### src/hdl/misp_pkg.sv
// Shared types, character codes and line-parse functions for the MI record stream parser.
// Used by misp_front, misp_queue, misp_back and the top level; depends on nothing.
`timescale 1ns / 1ps

package misp_pkg;

  localparam int TOKEN_W = 32;      // token accumulator width, range 8..64
  localparam int Q_DEPTH = 4;       // bundle queue depth between front and back
  localparam int Q_AW    = $clog2(Q_DEPTH);
  localparam int PROMPT_LEN = 5;

  localparam logic [7:0] CH_LF     = 8'h0A;
  localparam logic [7:0] CH_CR     = 8'h0D;
  localparam logic [7:0] CH_TAB    = 8'h09;
  localparam logic [7:0] CH_BS     = 8'h08;
  localparam logic [7:0] CH_FF     = 8'h0C;
  localparam logic [7:0] CH_VT     = 8'h0B;
  localparam logic [7:0] CH_QUOTE  = 8'h22;
  localparam logic [7:0] CH_BSLASH = 8'h5C;
  localparam logic [7:0] CH_COMMA  = 8'h2C;
  localparam logic [7:0] CH_ZERO   = 8'h30;
  localparam logic [7:0] CH_SEVEN  = 8'h37;
  localparam logic [7:0] CH_NINE   = 8'h39;
  localparam logic [7:0] CH_CARET  = 8'h5E;
  localparam logic [7:0] CH_STAR   = 8'h2A;
  localparam logic [7:0] CH_PLUS   = 8'h2B;
  localparam logic [7:0] CH_EQUAL  = 8'h3D;
  localparam logic [7:0] CH_TILDE  = 8'h7E;
  localparam logic [7:0] CH_AT     = 8'h40;
  localparam logic [7:0] CH_AMP    = 8'h26;
  localparam logic [7:0] CH_LC_N   = 8'h6E;
  localparam logic [7:0] CH_LC_R   = 8'h72;
  localparam logic [7:0] CH_LC_T   = 8'h74;
  localparam logic [7:0] CH_LC_B   = 8'h62;
  localparam logic [7:0] CH_LC_F   = 8'h66;
  localparam logic [7:0] CH_LC_V   = 8'h76;

  typedef enum logic [2:0] {
    PH_TOKEN, PH_CLASS, PH_QUOTE, PH_STRING, PH_SKIP
  } phase_t;

  typedef enum logic [1:0] {
    ESC_NONE, ESC_BSL, ESC_OCT1, ESC_OCT2
  } esc_t;

  typedef enum logic [3:0] {
    KIND_UNKNOWN, KIND_RESULT, KIND_EXEC, KIND_STATUS, KIND_NOTIFY,
    KIND_CONSOLE, KIND_TARGET, KIND_LOG, KIND_PROMPT
  } kind_t;

  typedef enum logic {
    RT_PAYLOAD, RT_END
  } rtype_t;

  typedef struct packed {
    phase_t               phase;
    esc_t                 esc;
    logic [8:0]           oct;
    logic [TOKEN_W-1:0]   token;
    kind_t                kind;
    logic [2:0]           pidx;
    logic                 pmis;
    logic                 nonempty;
  } line_st_t;

  typedef struct packed {
    rtype_t     rtype;
    logic [7:0] data;
    kind_t      kind;
  } entry_t;

  // all results caused by one input beat
  typedef struct packed {
    logic [1:0]       cnt;
    entry_t [2:0]     ent;
    logic [31:0]      token;
  } bundle_t;

  typedef struct packed {
    line_st_t st;
    logic     held;
    bundle_t  bd;
  } step_res_t;

  typedef struct packed {
    logic full;
    logic empty;
  } q_status_t;

  localparam line_st_t LINE_RESET = '{
    phase: PH_TOKEN, esc: ESC_NONE, oct: '0, token: '0,
    kind: KIND_UNKNOWN, pidx: '0, pmis: 1'b0, nonempty: 1'b0
  };

  function automatic logic [7:0] prompt_char(logic [2:0] idx);
    logic [7:0] c;
    unique case (idx)
      3'd0:    c = 8'h28;  // (
      3'd1:    c = 8'h67;
      3'd2:    c = 8'h64;
      3'd3:    c = 8'h62;
      3'd4:    c = 8'h29;  // )
      default: c = 8'h00;
    endcase
    return c;
  endfunction

  function automatic step_res_t put(step_res_t r, rtype_t t, logic [7:0] d, kind_t k);
    if (r.bd.cnt != 2'd3) begin
      r.bd.ent[r.bd.cnt].rtype = t;
      r.bd.ent[r.bd.cnt].data  = d;
      r.bd.ent[r.bd.cnt].kind  = k;
      r.bd.cnt = r.bd.cnt + 2'd1;
    end
    return r;
  endfunction

  function automatic logic is_octal(logic [7:0] b);
    return (b >= CH_ZERO) && (b <= CH_SEVEN);
  endfunction

  function automatic step_res_t str_byte(step_res_t r, logic [7:0] b);
    logic       done;
    logic [8:0] o;
    done = 1'b0;
    o = '0;
    if (r.st.esc == ESC_OCT1 || r.st.esc == ESC_OCT2) begin
      if (is_octal(b)) begin
        o = {r.st.oct[5:0], b[2:0]};
        if (r.st.esc == ESC_OCT2) begin
          r = put(r, RT_PAYLOAD, o[7:0], r.st.kind);
          r.st.esc = ESC_NONE;
          r.st.oct = '0;
        end else begin
          r.st.oct = o;
          r.st.esc = ESC_OCT2;
        end
        done = 1'b1;
      end else begin
        // short octal run ends, then b is handled as plain string text
        r = put(r, RT_PAYLOAD, r.st.oct[7:0], r.st.kind);
        r.st.esc = ESC_NONE;
        r.st.oct = '0;
      end
    end
    if (!done && r.st.esc == ESC_BSL) begin
      r.st.esc = ESC_NONE;
      unique case (b)
        CH_LC_N: r = put(r, RT_PAYLOAD, CH_LF, r.st.kind);
        CH_LC_R: r = put(r, RT_PAYLOAD, CH_CR, r.st.kind);
        CH_LC_T: r = put(r, RT_PAYLOAD, CH_TAB, r.st.kind);
        CH_LC_B: r = put(r, RT_PAYLOAD, CH_BS, r.st.kind);
        CH_LC_F: r = put(r, RT_PAYLOAD, CH_FF, r.st.kind);
        CH_LC_V: r = put(r, RT_PAYLOAD, CH_VT, r.st.kind);
        default: begin
          if (is_octal(b)) begin
            r.st.oct = {6'd0, b[2:0]};
            r.st.esc = ESC_OCT1;
          end else begin
            r = put(r, RT_PAYLOAD, b, r.st.kind);
          end
        end
      endcase
      done = 1'b1;
    end
    if (!done) begin
      if (b == CH_QUOTE) r.st.phase = PH_SKIP;
      else if (b == CH_BSLASH) r.st.esc = ESC_BSL;
      else r = put(r, RT_PAYLOAD, b, r.st.kind);
    end
    return r;
  endfunction

  function automatic step_res_t line_byte(step_res_t r, logic [7:0] b);
    r.st.nonempty = 1'b1;
    if (!r.st.pmis) begin
      if (r.st.pidx < 3'(PROMPT_LEN) && b == prompt_char(r.st.pidx))
        r.st.pidx = r.st.pidx + 3'd1;
      else
        r.st.pmis = 1'b1;
    end
    unique case (r.st.phase)
      PH_TOKEN: begin
        if (b >= CH_ZERO && b <= CH_NINE) begin
          r.st.token = (r.st.token << 3) + (r.st.token << 1) + TOKEN_W'(b[3:0]);
        end else begin
          unique case (b)
            CH_CARET: begin r.st.kind = KIND_RESULT;  r.st.phase = PH_CLASS; end
            CH_STAR:  begin r.st.kind = KIND_EXEC;    r.st.phase = PH_CLASS; end
            CH_PLUS:  begin r.st.kind = KIND_STATUS;  r.st.phase = PH_CLASS; end
            CH_EQUAL: begin r.st.kind = KIND_NOTIFY;  r.st.phase = PH_CLASS; end
            CH_TILDE: begin r.st.kind = KIND_CONSOLE; r.st.phase = PH_QUOTE; end
            CH_AT:    begin r.st.kind = KIND_TARGET;  r.st.phase = PH_QUOTE; end
            CH_AMP:   begin r.st.kind = KIND_LOG;     r.st.phase = PH_QUOTE; end
            default:  begin r.st.kind = KIND_UNKNOWN; r.st.phase = PH_SKIP;  end
          endcase
        end
      end
      PH_CLASS: begin
        if (b == CH_COMMA) r.st.phase = PH_SKIP;
        else r = put(r, RT_PAYLOAD, b, r.st.kind);
      end
      PH_QUOTE: r.st.phase = (b == CH_QUOTE) ? PH_STRING : PH_SKIP;
      PH_STRING: r = str_byte(r, b);
      default: ;
    endcase
    return r;
  endfunction

  function automatic step_res_t end_line(step_res_t r);
    kind_t k;
    if (r.st.phase == PH_STRING) begin
      if (r.st.esc == ESC_BSL) r = put(r, RT_PAYLOAD, CH_BSLASH, r.st.kind);
      else if (r.st.esc == ESC_OCT1 || r.st.esc == ESC_OCT2)
        r = put(r, RT_PAYLOAD, r.st.oct[7:0], r.st.kind);
    end
    if (r.st.nonempty) begin
      k = (!r.st.pmis && r.st.pidx == 3'(PROMPT_LEN)) ? KIND_PROMPT : r.st.kind;
      r = put(r, RT_END, 8'h00, k);
    end
    r.bd.token = 32'(r.st.token);
    r.st = LINE_RESET;
    return r;
  endfunction

  // one input beat against the running line state
  function automatic step_res_t step(line_st_t st, logic held, logic op, logic [7:0] b);
    step_res_t r;
    r.st = st;
    r.held = held;
    r.bd = '0;
    if (op || b == CH_LF) begin
      r.held = 1'b0;
      r = end_line(r);
    end else begin
      if (b == CH_CR) begin
        if (held) r = line_byte(r, CH_CR);
        r.held = 1'b1;
      end else begin
        if (held) r = line_byte(r, CH_CR);
        r = line_byte(r, b);
        r.held = 1'b0;
      end
      r.bd.token = 32'(r.st.token);
    end
    return r;
  endfunction

endpackage

### src/hdl/misp_front.sv
// Front end: accepts input beats, runs the line parser state and builds result bundles.
// Depends on misp_pkg; feeds misp_queue.
`timescale 1ns / 1ps

module misp_front (
  input  logic                clk,
  input  logic                rst,
  input  logic                s_tvalid,
  output logic                s_tready,
  input  logic [7:0]          s_tdata,   // data_byte
  input  logic                s_tuser,   // op
  input  misp_pkg::q_status_t q_stat,
  output logic                push,
  output misp_pkg::bundle_t   push_data
);
  import misp_pkg::*;

  line_st_t  st, st_next;
  logic      held, held_next;
  step_res_t res;
  logic      accept;

  assign s_tready = !q_stat.full;
  assign accept   = s_tvalid && s_tready;

  always_comb begin
    res = step(st, held, s_tuser, s_tdata);
  end

  always_comb begin
    st_next   = st;
    held_next = held;
    if (accept) begin
      st_next   = res.st;
      held_next = res.held;
    end
  end

  always_comb begin
    push      = accept && (res.bd.cnt != 2'd0);
    push_data = res.bd;
  end

  always_ff @(posedge clk) begin
    if (rst) begin
      st   <= LINE_RESET;
      held <= 1'b0;
    end else begin
      st   <= st_next;
      held <= held_next;
    end
  end

endmodule

### src/hdl/misp_queue.sv
// Short register queue of result bundles between front and back.
// Depends on misp_pkg.
`timescale 1ns / 1ps

module misp_queue (
  input  logic                clk,
  input  logic                rst,
  input  logic                push,
  input  misp_pkg::bundle_t   push_data,
  input  logic                pop,
  output misp_pkg::bundle_t   head,
  output misp_pkg::q_status_t q_stat
);
  import misp_pkg::*;

  bundle_t         slots [Q_DEPTH];
  logic [Q_AW-1:0] wr_ptr, rd_ptr;
  logic [Q_AW:0]   count, count_next;

  assign head         = slots[rd_ptr];
  assign q_stat.full  = (count == (Q_AW+1)'(Q_DEPTH));
  assign q_stat.empty = (count == '0);

  always_comb begin
    count_next = count;
    if (push && !pop) count_next = count + 1'b1;
    else if (pop && !push) count_next = count - 1'b1;
  end

  always_ff @(posedge clk) begin
    if (push) slots[wr_ptr] <= push_data;
  end

  always_ff @(posedge clk) begin
    if (rst) begin
      wr_ptr <= '0;
      rd_ptr <= '0;
      count  <= '0;
    end else begin
      if (push) wr_ptr <= (wr_ptr == Q_AW'(Q_DEPTH - 1)) ? '0 : wr_ptr + 1'b1;
      if (pop)  rd_ptr <= (rd_ptr == Q_AW'(Q_DEPTH - 1)) ? '0 : rd_ptr + 1'b1;
      count <= count_next;
    end
  end

endmodule

### src/hdl/misp_back.sv
// Back end: walks the head bundle one result per beat into the output register.
// Depends on misp_pkg; drains misp_queue.
`timescale 1ns / 1ps

module misp_back (
  input  logic                clk,
  input  logic                rst,
  input  misp_pkg::bundle_t   head,
  input  misp_pkg::q_status_t q_stat,
  output logic                pop,
  output logic                m_tvalid,
  input  logic                m_tready,
  output logic [47:0]         m_tdata,   // payload_byte, record_kind, token_value, zero pad
  output logic                m_tuser,   // result_type
  output logic                m_tlast
);
  import misp_pkg::*;

  logic [1:0]  idx, idx_next;
  logic        load, is_last;
  entry_t      cur;
  entry_t      out_ent;
  logic [31:0] out_token;

  assign load    = !q_stat.empty && (!m_tvalid || m_tready);
  assign cur     = head.ent[idx];
  assign is_last = (idx == head.cnt - 2'd1);
  assign pop     = load && is_last;

  always_comb begin
    idx_next = idx;
    if (load) idx_next = is_last ? 2'd0 : idx + 2'd1;
  end

  always_ff @(posedge clk) begin
    if (rst) begin
      idx      <= 2'd0;
      m_tvalid <= 1'b0;
    end else begin
      idx <= idx_next;
      if (load) m_tvalid <= 1'b1;
      else if (m_tready) m_tvalid <= 1'b0;
    end
  end

  always_ff @(posedge clk) begin
    if (load) begin
      out_ent   <= cur;
      out_token <= head.token;
      m_tlast   <= is_last;
    end
  end

  assign m_tdata = {4'd0, out_token, out_ent.kind, out_ent.data};
  assign m_tuser = out_ent.rtype;

endmodule

### src/hdl/mi_record_stream_parser_unit.sv
// Path: an accepted beat's results are written into a queue slot, then loaded into the output register.
// Throughput: one input beat per cycle while each beat yields at most one result and m_tready
//   stays high; the output register sends one result per cycle, so a beat with several results
//   holds it longer, with a four-bundle queue absorbing the difference until it fills.
// Reset (rst, synchronous): line state, held CR, queue pointers and output valid are cleared.
// Top level: misp_front -> misp_queue -> misp_back; depends on misp_pkg.
`timescale 1ns / 1ps

module mi_record_stream_parser_unit (
  input  logic        clk,
  input  logic        rst,
  input  logic        s_tvalid,
  output logic        s_tready,
  input  logic [7:0]  s_tdata,   // data_byte
  input  logic        s_tuser,   // op
  output logic        m_tvalid,
  input  logic        m_tready,
  output logic [47:0] m_tdata,   // payload_byte, record_kind, token_value, zero pad
  output logic        m_tuser,   // result_type
  output logic        m_tlast
);
  import misp_pkg::*;

  logic      push, pop;
  bundle_t   push_data, head;
  q_status_t q_stat;

  misp_front u_front (
    .clk       (clk),
    .rst       (rst),
    .s_tvalid  (s_tvalid),
    .s_tready  (s_tready),
    .s_tdata   (s_tdata),
    .s_tuser   (s_tuser),
    .q_stat    (q_stat),
    .push      (push),
    .push_data (push_data)
  );

  misp_queue u_queue (
    .clk       (clk),
    .rst       (rst),
    .push      (push),
    .push_data (push_data),
    .pop       (pop),
    .head      (head),
    .q_stat    (q_stat)
  );

  misp_back u_back (
    .clk      (clk),
    .rst      (rst),
    .head     (head),
    .q_stat   (q_stat),
    .pop      (pop),
    .m_tvalid (m_tvalid),
    .m_tready (m_tready),
    .m_tdata  (m_tdata),
    .m_tuser  (m_tuser),
    .m_tlast  (m_tlast)
  );

endmodule

### config.mk
export PLATFORM = sky130hd
export DESIGN_NAME = mi_record_stream_parser_unit
export DESIGN_NICKNAME = d
export VERILOG_FILES = /design/src/hdl/misp_pkg.sv /design/src/hdl/misp_front.sv /design/src/hdl/misp_queue.sv /design/src/hdl/misp_back.sv /design/src/hdl/mi_record_stream_parser_unit.sv
export SDC_FILE = /design/constraint.sdc
export NUM_CORES = 1
export LEC_CHECK = 0
export ABC_AREA = 0
export BUFFER_PORTS_ARGS = -buffer_cell sky130_fd_sc_hd__buf_4
export CAP_MARGIN = 20
export CORE_UTILIZATION = 55
export DETAILED_ROUTE_END_ITERATION = 6
export GPL_TIMING_DRIVEN = 1
export PLACE_DENSITY = 0.71
export SLEW_MARGIN = 20
export SYNTH_ARGS = -nofsm -noshare
export SYNTH_HDL_FRONTEND = slang
export SYNTH_SLANG_ARGS = --single-unit
### constraint.sdc
create_clock -name clk -period 6 [get_ports clk]
set_clock_uncertainty 0.1 [all_clocks]
set_input_delay 0.3 -clock clk [delete_from_list [all_inputs] [get_ports clk]]
set_output_delay 0.3 -clock clk [all_outputs]
set_load 0.005 [all_outputs]
==> results of run 1 <==
-- kinds of logic after synthesis --
kind of cell | share of synthesized area
compound gates | 0.104
xor+xnor | 0.0162
fa+ha+maj | 0.0500
buf+inv | 0.0255
flops | 0.600
mux | 0.0998
other cells | 0.000198
simple gates | 0.104
-- routing by layer --
layer  track usage  wire length, um  up-vias
met5             0                0        -
met4        0.0654              781        0
met3        0.0421             3340       53
met2         0.396            20800      429
met1         0.400            20800     6122
li1              -                -     5650
-- path summary, 6_finish.rpt --
path	endpoint
max reg2reg	u_queue.count[2]
min	u_front.st[21]
max	u_queue.count[2]
min reg2reg	register
-- cells in the final DEF (no fill, tap or decap), types with 5 or more instances in the layout --
| master | n |
|---|---|
| sky130_fd_sc_hd__nor4_1 | 12 |
| sky130_fd_sc_hd__mux2_2 | 8 |
| sky130_fd_sc_hd__clkbuf_16 | 41 |
| sky130_fd_sc_hd__o22ai_1 | 14 |
| sky130_fd_sc_hd__a22o_1 | 12 |
| sky130_fd_sc_hd__nor2_1 | 111 |
| sky130_fd_sc_hd__and3_1 | 7 |
| sky130_fd_sc_hd__clkinv_2 | 6 |
| sky130_fd_sc_hd__clkinv_1 | 5 |
| sky130_fd_sc_hd__a21oi_1 | 76 |
| sky130_fd_sc_hd__nor3_1 | 32 |
| sky130_fd_sc_hd__ha_1 | 71 |
| sky130_fd_sc_hd__nand2_1 | 156 |
| sky130_fd_sc_hd__mux2i_1 | 18 |
| sky130_fd_sc_hd__dfxtp_1 | 65 |
| sky130_fd_sc_hd__nor2b_1 | 10 |
| sky130_fd_sc_hd__o21a_1 | 6 |
| sky130_fd_sc_hd__o21ai_0 | 74 |
| sky130_fd_sc_hd__a31oi_1 | 17 |
| sky130_fd_sc_hd__mux4_2 | 72 |
| sky130_fd_sc_hd__nand4_1 | 6 |
| sky130_fd_sc_hd__nand2b_1 | 6 |
| sky130_fd_sc_hd__or3_1 | 5 |
| sky130_fd_sc_hd__a211oi_1 | 8 |
| sky130_fd_sc_hd__inv_1 | 41 |
| sky130_fd_sc_hd__o211ai_1 | 7 |
| sky130_fd_sc_hd__clkbuf_1 | 12 |
| sky130_fd_sc_hd__nand3_1 | 16 |
| sky130_fd_sc_hd__a21o_1 | 16 |
| sky130_fd_sc_hd__xnor2_1 | 22 |
| sky130_fd_sc_hd__a22oi_1 | 18 |
| sky130_fd_sc_hd__o31ai_1 | 6 |
| sky130_fd_sc_hd__xor2_1 | 13 |
| sky130_fd_sc_hd__buf_4 | 76 |
| sky130_fd_sc_hd__edfxtp_1 | 334 |
| sky130_fd_sc_hd__and2_1 | 23 |
-- power by group --
part	leakage (nW)	switching [mW]	internal [mW]	total, mW
Sequential	3.68	0.171	3.37	3.54
Clock	0.632	1.04	1.43	2.47
Combinational	3.33	0.640	0.559	1.20
-- cell usage after synthesis, types with 11 or more instances --
cell / count / area [um2]
sky130_fd_sc_hd__nand2_1: 156 / 586
sky130_fd_sc_hd__a22o_1: 12 / 105
sky130_fd_sc_hd__xor2_1: 13 / 114
sky130_fd_sc_hd__o21ai_0: 74 / 370
sky130_fd_sc_hd__nor3_1: 33 / 165
sky130_fd_sc_hd__xnor2_1: 22 / 193
sky130_fd_sc_hd__nand3_1: 16 / 80.1
sky130_fd_sc_hd__and2_1: 27 / 169
sky130_fd_sc_hd__o22ai_1: 14 / 87.6
sky130_fd_sc_hd__nor2b_1: 11 / 68.8
sky130_fd_sc_hd__dfxtp_1: 67 / 1340
sky130_fd_sc_hd__mux2i_1: 18 / 180
sky130_fd_sc_hd__a22oi_1: 18 / 135
sky130_fd_sc_hd__mux4_2: 72 / 1620
sky130_fd_sc_hd__nor4_1: 12 / 75.1
sky130_fd_sc_hd__ha_1: 71 / 888
sky130_fd_sc_hd__clkbuf_1: 57 / 214
sky130_fd_sc_hd__a21oi_1: 76 / 380
sky130_fd_sc_hd__a21o_1: 16 / 120
sky130_fd_sc_hd__a31oi_1: 17 / 106
sky130_fd_sc_hd__edfxtp_1: 334 / 10000
sky130_fd_sc_hd__inv_1: 42 / 158
sky130_fd_sc_hd__buf_1: 14 / 52.6
sky130_fd_sc_hd__nor2_1: 111 / 417
-- sequential cells by signal, indices dropped and copies added, names as in the netlist, named ones only --
register          count
u_back.idx            2
u_back.m_tdata       12
u_back.m_tlast        1
u_back.m_tuser        1
u_back.m_tvalid       1
u_back.out_token     32
u_front.held          1
u_front.st           54
u_queue.count         3
u_queue.rd_ptr        2
u_queue.slots       288
u_queue.wr_ptr        2
-- cell type report --
cell class / instances / area (um2) / area share
multi-input combinational: 935 / 7130 / 0.337
sequential: 401 / 11400 / 0.538
tap: 448 / 561 / 0.0265
clock buffer: 55 / 1100 / 0.0520
inverter: 42 / 159 / 0.00752
timing repair buffer: 78 / 608 / 0.0288
clock inverter: 18 / 199 / 0.00941
-- stage by stage --
| step | area (um2) | hold slack, ns | setup slack [ns] | util | instances |
|---|---|---|---|---|---|
| global placement | 19800 | 0.335 | 1.64 | 0.587 | 1901 |
| global route | 21100 | 0.165 | 1.48 | 0.627 | 1977 |
| CTS | 21100 | 0.130 | 1.82 | 0.626 | 1975 |
| floorplan | 19000 | 0.325 | 1.59 | - | 1459 |
| detailed placement | 19800 | 0.354 | 1.49 | 0.587 | 1901 |
| finish | 21100 | 0.144 | 1.75 | 0.627 | 1977 |
-- worst max-delay path, cell delays in order (launching register included) --
cell,delay [ns]
sky130_fd_sc_hd__dfxtp_1,0.55
sky130_fd_sc_hd__nor2b_1,0.25
sky130_fd_sc_hd__and2_1,0.53
sky130_fd_sc_hd__o21ai_0,0.33
sky130_fd_sc_hd__inv_1,0.26
sky130_fd_sc_hd__ha_1,0.18
sky130_fd_sc_hd__nand2_1,0.04
sky130_fd_sc_hd__inv_1,0.15
sky130_fd_sc_hd__a211oi_2,0.08
sky130_fd_sc_hd__a31oi_4,0.29
sky130_fd_sc_hd__ha_1,0.25
sky130_fd_sc_hd__inv_1,0.07
sky130_fd_sc_hd__fa_1,0.44
sky130_fd_sc_hd__xor2_1,0.18
sky130_fd_sc_hd__or3_1,0.31
sky130_fd_sc_hd__a21oi_1,0.15
==> load_flow_metrics.sql, run 1 <==
INSERT INTO impl_metrics (metric_group, metric, value, unit) VALUES
('routing', 'via_per_instance_ratio', '6.20', ''),
('timing', 'timing.fmax', '236', 'MHz'),
('global_route', 'grt_remaining_overflow', '0', ''),
('synthesis', 'synth.avg_cell_area', '13.0', 'um2'),
('synthesis', 'synth_cell_type_count', '74', ''),
('finish', 'area.growth.synth_to_final', '11.5', '%'),
('power', 'totalPowerFinal', '7.21', 'mW'),
('clock_tree', 'cts-root-to-sink-buffers', '3', ''),
('placement', 'hpwlAfterDp', '29.8', 'mm'),
('placement', 'port_buffers', '60', ''),
('die', 'fp-row-count', '67', ''),
('die', 'core', '0.0337', 'mm2'),
('setup_path', 'setup.worst_path.class', 'register to register', ''),
('outcome', 'status', 'finished, final reports clean', ''),
('hold_path', 'hold_depth', '2', ''),
('timing', 'timing.final.max_slew_violations', '0', ''),
('synthesis', 'post_synth_instance_area', '0.0190', 'mm2'),
('setup_path', 'timing.critical_path.fanout_max', '12', ''),
('synthesis', 'postSynth.asyncResetShare', '0', ''),
('setup_path', 'timing.rr.start', 'u_front.st[52]', ''),
('timing', 'setup_tns', '0', 'ns'),
('clock_tree', 'post_cts_hold_buffer_count', '1', ''),
('finish', 'fill_cells', '2553', ''),
('global_route', 'grtUsageTotal', '0.263', ''),
('synthesis', 'yosys_register_bits', '401', ''),
('die', 'start_util', '0.562', ''),
('timing', 'report.final.hold_viol_count', '0', ''),
('die', 'pin_count', '65', ''),
('clock_tree', 'h_tree_depth', '2', ''),
('synthesis', 'synth-seq-area-share', '0.600', ''),
('power', 'power_density', '341', 'mW/mm2'),
('synthesis', 'synth_cells', '1456', ''),
('setup_path', 'r2r_slack', '1.75', 'ns'),
('global_route', 'grt_first_pass_wirelength', '70.3', 'mm'),
('routing', 'antenna_violating_nets_post_route', '0', ''),
('timing', 'tightestPinTransition', '1.08', 'ns'),
('setup_path', 'reg2reg_depth', '15', ''),
('power', 'peakVddDrop', '0.000245', 'V'),
('die', 'die_width', '188', 'um'),
('timing', 'min_period', '4.25', 'ns'),
('setup_path', 'worst_setup_path_start_kind', 'register', ''),
('routing', 'finalWirelength', '45.8', 'mm'),
('finish', 'final_layout_size_suffix_gt1_frac', '0.154', ''),
('power', 'leakagePower', '7.64', 'nW'),
('clock_tree', 'clk_pin_slew', '0.06', 'ns'),
('die', 'die-height', '188', 'um'),
('setup_path', 'worst_setup_ep_type', 'register', ''),
('setup_path', 'crit_path_start', 'u_front.st[52]', ''),
('clock_tree', 'tritoncts_clock_tree', 'yes', ''),
('flow_run', 'drv.max_cap_violation_count', '0', ''),
('global_route', 'maximum_number_of_pins_on_one_net_before_global_route_repair', '73', ''),
('timing', 'final.period_utilization', '0.708', ''),
('routing', 'wl_per_cell', '23.1', 'um'),
('routing', 'via_count', '12300', ''),
('synthesis', 'synth-edff-count', '334', ''),
('finish', 'finalNetCount', '1585', ''),
('timing', 'rsz0062_at_grt', 'false', ''),
('routing', 'drcViolationCount', '0', ''),
('synthesis', 'synth_flop_cell', 'sky130_fd_sc_hd__edfxtp_1', ''),
('setup_path', 'arrival', '4.63', 'ns'),
('synthesis', 'yosys_warnings', '0', ''),
('clock_tree', 'ctsResizeCount', '0', ''),
('clock_tree', 'cts_setup_buffers', '0', ''),
('global_route', 'antenna_found_initial', '0', ''),
('hold_path', 'hold_path_class', 'primary input to register', ''),
('placement', 'place.gp.congestion', '0.959', ''),
('hold_path', 'hold_start', 'rst', ''),
('clock_tree', 'clkLatencyLatePin', '0.56', 'ns'),
('setup_path', 'required', '6.38', 'ns'),
('timing', 'finalSetupViolations', '0', ''),
('routing', 'drt_first_pass_iters', '5', ''),
('clock_tree', 'cts.sinks', '401', ''),
('timing', 'worst_slew_margin_rel', '0.280', ''),
('global_route', 'first_global_vias', '11900', ''),
('routing', 'drt_first_iter_violations', '1127', ''),
('clock_tree', 'numCtsBuffers', '40', ''),
('finish', 'insertedDiodeCount', '0', ''),
('clock_tree', 'clk_root_buffer_cell', 'sky130_fd_sc_hd__clkbuf_16', ''),
('die', 'fp.dieArea', '0.0352', 'mm2');
No activity file was read; power rests on OpenSTA's default activity.
==> inputs of run 2 (changes only) <==
ABC_AREA = 1   (was 0)
PLACE_DENSITY = 0.74   (was 0.71)
clock period = 3.4 ns   (was 6 ns; I/O delays follow)
==> run 2 against run 1 <==
  * Non-clock buffer count up 65
  * Register-to-register slack got worse by 1.6 ns
  * Flip-flop and latch count is the same
  * Critical endpoint unchanged
  * Largest cell class unchanged
==> load_flow_metrics.sql, run 2 <==
INSERT INTO impl_metrics (metric_group, metric, value, unit) VALUES
('routing', 'drcViolationCount', '0', ''),
('power', 'peakVddDrop', '0.000451', 'V'),
('synthesis', 'post_synth_top_cells', 'sky130_fd_sc_hd__edfxtp_1 (334), sky130_fd_sc_hd__nand2_1 (333), sky130_fd_sc_hd__o21ai_0 (278)', ''),
('setup_path', 'worst_setup_path_start_kind', 'register', ''),
('finish', 'final_common_cell', 'sky130_fd_sc_hd__edfxtp_1', ''),
('clock_tree', 'tritoncts_clock_tree', 'yes', ''),
('synthesis', 'synth_area_leader_cell', 'sky130_fd_sc_hd__edfxtp_1', ''),
('die', 'core', '0.0366', 'mm2'),
('timing', 'final.period_utilization', '0.950', ''),
('synthesis', 'synth.avg_cell_area', '9.58', 'um2'),
('synthesis', 'synth_flop_cell', 'sky130_fd_sc_hd__edfxtp_1', ''),
('setup_path', 'worstPathCellList', 'inv_2, nor2_4, nand2_4, nor2_4, nand2_1, nand3_2, nand2_1, nand2_1, nand3_2, nand2_2, a21oi_4, nand2_4, nand2_4, inv_1, ha_1, inv_1, fa_1, a21oi_1, o21ai_0, o21ai_0, a21oi_1', ''),
('clock_tree', 'cts-root-to-sink-buffers', '3', ''),
('global_route', 'maximum_number_of_pins_on_one_net_before_global_route_repair', '81', ''),
('synthesis', 'post_synth_instance_area', '0.0204', 'mm2'),
('setup_path', 'worst_setup_ep_type', 'register', ''),
('routing', 'drt_first_iter_violations', '1649', ''),
('synthesis', 'yosysMostFrequentCell', 'sky130_fd_sc_hd__edfxtp_1', ''),
('die', 'start_util', '0.558', ''),
('finish', 'biggestRegsByFlops', 'u_queue.slots (288), u_front.st (54), u_back.out_token (32)', ''),
('global_route', 'first_global_vias', '15600', ''),
('global_route', 'grtUsageTotal', '0.304', ''),
('timing', 'tightestPinTransition', '0.985', 'ns'),
('setup_path', 'setup.worst_path.class', 'register to register', ''),
('setup_path', 'crit_path_max_incr_delay', '0.44', 'ns'),
('routing', 'antenna_violating_nets_post_route', '0', ''),
('timing', 'rsz0062_at_grt', 'true', ''),
('placement', 'detailed_place.area', '0.0217', 'mm2'),
('power', 'totalPowerFinal', '14.6', 'mW'),
('global_route', 'antenna_found_initial', '1', ''),
('hold_path', 'hold_path_class', 'primary input to register', ''),
('finish', 'area.growth.synth_to_final', '12.8', '%'),
('setup_path', 'arrival', '3.59', 'ns'),
('power', 'power_density', '635', 'mW/mm2'),
('synthesis', 'synth.top_cell.area_share', '0.491', ''),
('synthesis', 'synth.top_cells.by_area', 'sky130_fd_sc_hd__edfxtp_1 (49%), sky130_fd_sc_hd__o21ai_0 (6.8%), sky130_fd_sc_hd__dfxtp_1 (6.6%), sky130_fd_sc_hd__nand2_1 (6.1%), sky130_fd_sc_hd__nor2_1 (4.5%)', ''),
('timing', 'setup_tns', '0', 'ns'),
('setup_path', 'timing.critical_path.fanout_max', '13', ''),
('clock_tree', 'numCtsBuffers', '40', ''),
('timing', 'report.final.hold_viol_count', '0', ''),
('placement', 'place.gp.congestion', '0.947', ''),
('finish', 'finish.instance_area', '0.0231', 'mm2'),
('clock_tree', 'clkLatencyLatePin', '0.58', 'ns'),
('outcome', 'status', 'finished, final reports clean', ''),
('synthesis', 'synth_cells', '2134', ''),
('clock_tree', 'cts.sinks', '401', ''),
('finish', 'largest_register', 'u_queue.slots', ''),
('routing', 'drt_first_pass_iters', '7', ''),
('global_route', 'grt_remaining_overflow', '0', ''),
('timing', 'whs', '0.162', 'ns'),
('finish', 'layout.cells.most_common_list', 'sky130_fd_sc_hd__edfxtp_1 (334), sky130_fd_sc_hd__nand2_1 (332), sky130_fd_sc_hd__o21ai_0 (275)', ''),
('routing', 'via_count', '16500', ''),
('finish', 'largest_reg_flops', '288', ''),
('routing', 'via_per_instance_ratio', '6.08', ''),
('routing', 'finalWirelength', '57.8', 'mm'),
('synthesis', 'yosys_register_bits', '401', ''),
('placement', 'port_buffers', '60', ''),
('finish', 'finalNetCount', '2300', ''),
('power', 'leakagePower', '8.59', 'nW'),
('die', 'die-height', '195', 'um'),
('synthesis', 'yosys_warnings', '0', ''),
('die', 'pin_count', '65', ''),
('setup_path', 'slowest_stage', 'sky130_fd_sc_hd__fa_1', ''),
('flow_run', 'drv.max_cap_violation_count', '0', ''),
('synthesis', 'synth_cell_type_count', '63', ''),
('placement', 'place_worst_setup_slack', '0.164', 'ns'),
('die', 'fp.dieArea', '0.0379', 'mm2'),
('clock_tree', 'clk_root_buffer_cell', 'sky130_fd_sc_hd__clkbuf_16', ''),
('die', 'fp-row-count', '70', ''),
('clock_tree', 'clk_pin_slew', '0.07', 'ns'),
('synthesis', 'postSynth.asyncResetShare', '0', ''),
('clock_tree', 'h_tree_depth', '2', ''),
('timing', 'finalSetupViolations', '0', ''),
('routing', 'wl_per_cell', '21.3', 'um'),
('global_route', 'grt_first_pass_wirelength', '88.5', 'mm'),
('timing', 'worst_slack', '0.169', 'ns'),
('synthesis', 'synth-seq-area-share', '0.556', ''),
('setup_path', 'required', '3.76', 'ns'),
('finish', 'final_layout_size_suffix_gt1_frac', '0.126', ''),
('timing', 'timing.final.max_slew_violations', '0', ''),
('timing', 'min_period', '3.23', 'ns'),
('synthesis', 'synth-edff-count', '334', ''),
('placement', 'hpwlAfterDp', '39.9', 'mm'),
('timing', 'timing.fmax', '309', 'MHz'),
('die', 'die_width', '195', 'um'),
('timing', 'worst_slew_margin_rel', '0.336', '');
## run 2: layout make-up
| cell class | count | area [um2] |
|---|---|---|
| clock buffer | 56 | 1080 |
| inverter | 163 | 621 |
| fill | 3053 | 13500 |
| multi-input combinational | 1464 | 8080 |
| sequential | 401 | 11400 |
| timing repair buffer | 143 | 1150 |
| clock inverter | 16 | 169 |
| antenna | 1 | 2.50 |
| tap | 468 | 586 |
## run 2: metal layers
metal | share of wire | GRT usage | wire length [um] | vias to the layer above
li1 | - | - | - | 7770
met1 | 0.44 | 0.446 | 25700 | 7958
met2 | 0.44 | 0.464 | 25600 | 688
met3 | 0.092 | 0.0564 | 5310 | 83
met4 | 0.019 | 0.0817 | 1120 | 0
met5 | 0 | 0 | 0 | -
## run 2: cells by family (layout without fill, tap and decap cells)
kind of cell | Yosys count | after routing | share of synthesized area
fa+ha+maj | 74 | 74 | 0.0464
xor+xnor | 27 | 27 | 0.0116
simple gates | 723 | 723 | 0.153
compound gates | 636 | 636 | 0.180
buf+inv | 272 | 378 | 0.0526
other cells | 1 | 5 | 0.000183
flops | 401 | 401 | 0.556
## run 2: final timing paths
path / start / to / slack [ns] / cells after the start
worst min register to register: u_front.st[1] / u_front.st[1] / 0.38 / 2
worst max-delay path: u_front.st[52] / u_queue.count[2] / 0.17 / 21
worst max register to register: u_front.st[52] / u_queue.count[2] / 0.17 / 21
worst min-delay path: s_tdata[5] / u_queue.slots[1][54] / 0.16 / 3
## run 2: stage by stage
step,instances,util
2_1_floorplan,2137,-
3_3_place_gp,2634,0.594
3_5_place_dp,2634,0.594
4_1_cts,2711,0.630
5_1_grt,2711,0.630
6_report,2712,0.630
## run 2: critical path, delay by kind of cell (launching register included)
kind | cells | cell delay, ns
buf+inv | 3 | 0.19
simple gates | 11 | 1.25
flops | 1 | 0.41
compound gates | 5 | 0.60
fa+ha+maj | 2 | 0.57
## run 2: repair_timing
action	in CTS	in global routing
setup buffers	0	0
hold buffers	5	0
setup endpoints to repair	0	9
endpoints found under the hold margin	28	0
resized for setup	0	7
## run 2: power by group
part	switching, mW	internal [mW]	leakage (nW)
Sequential	0.270	6.08	3.54
Clock	1.87	2.40	0.602
Combinational	2.67	1.35	4.45
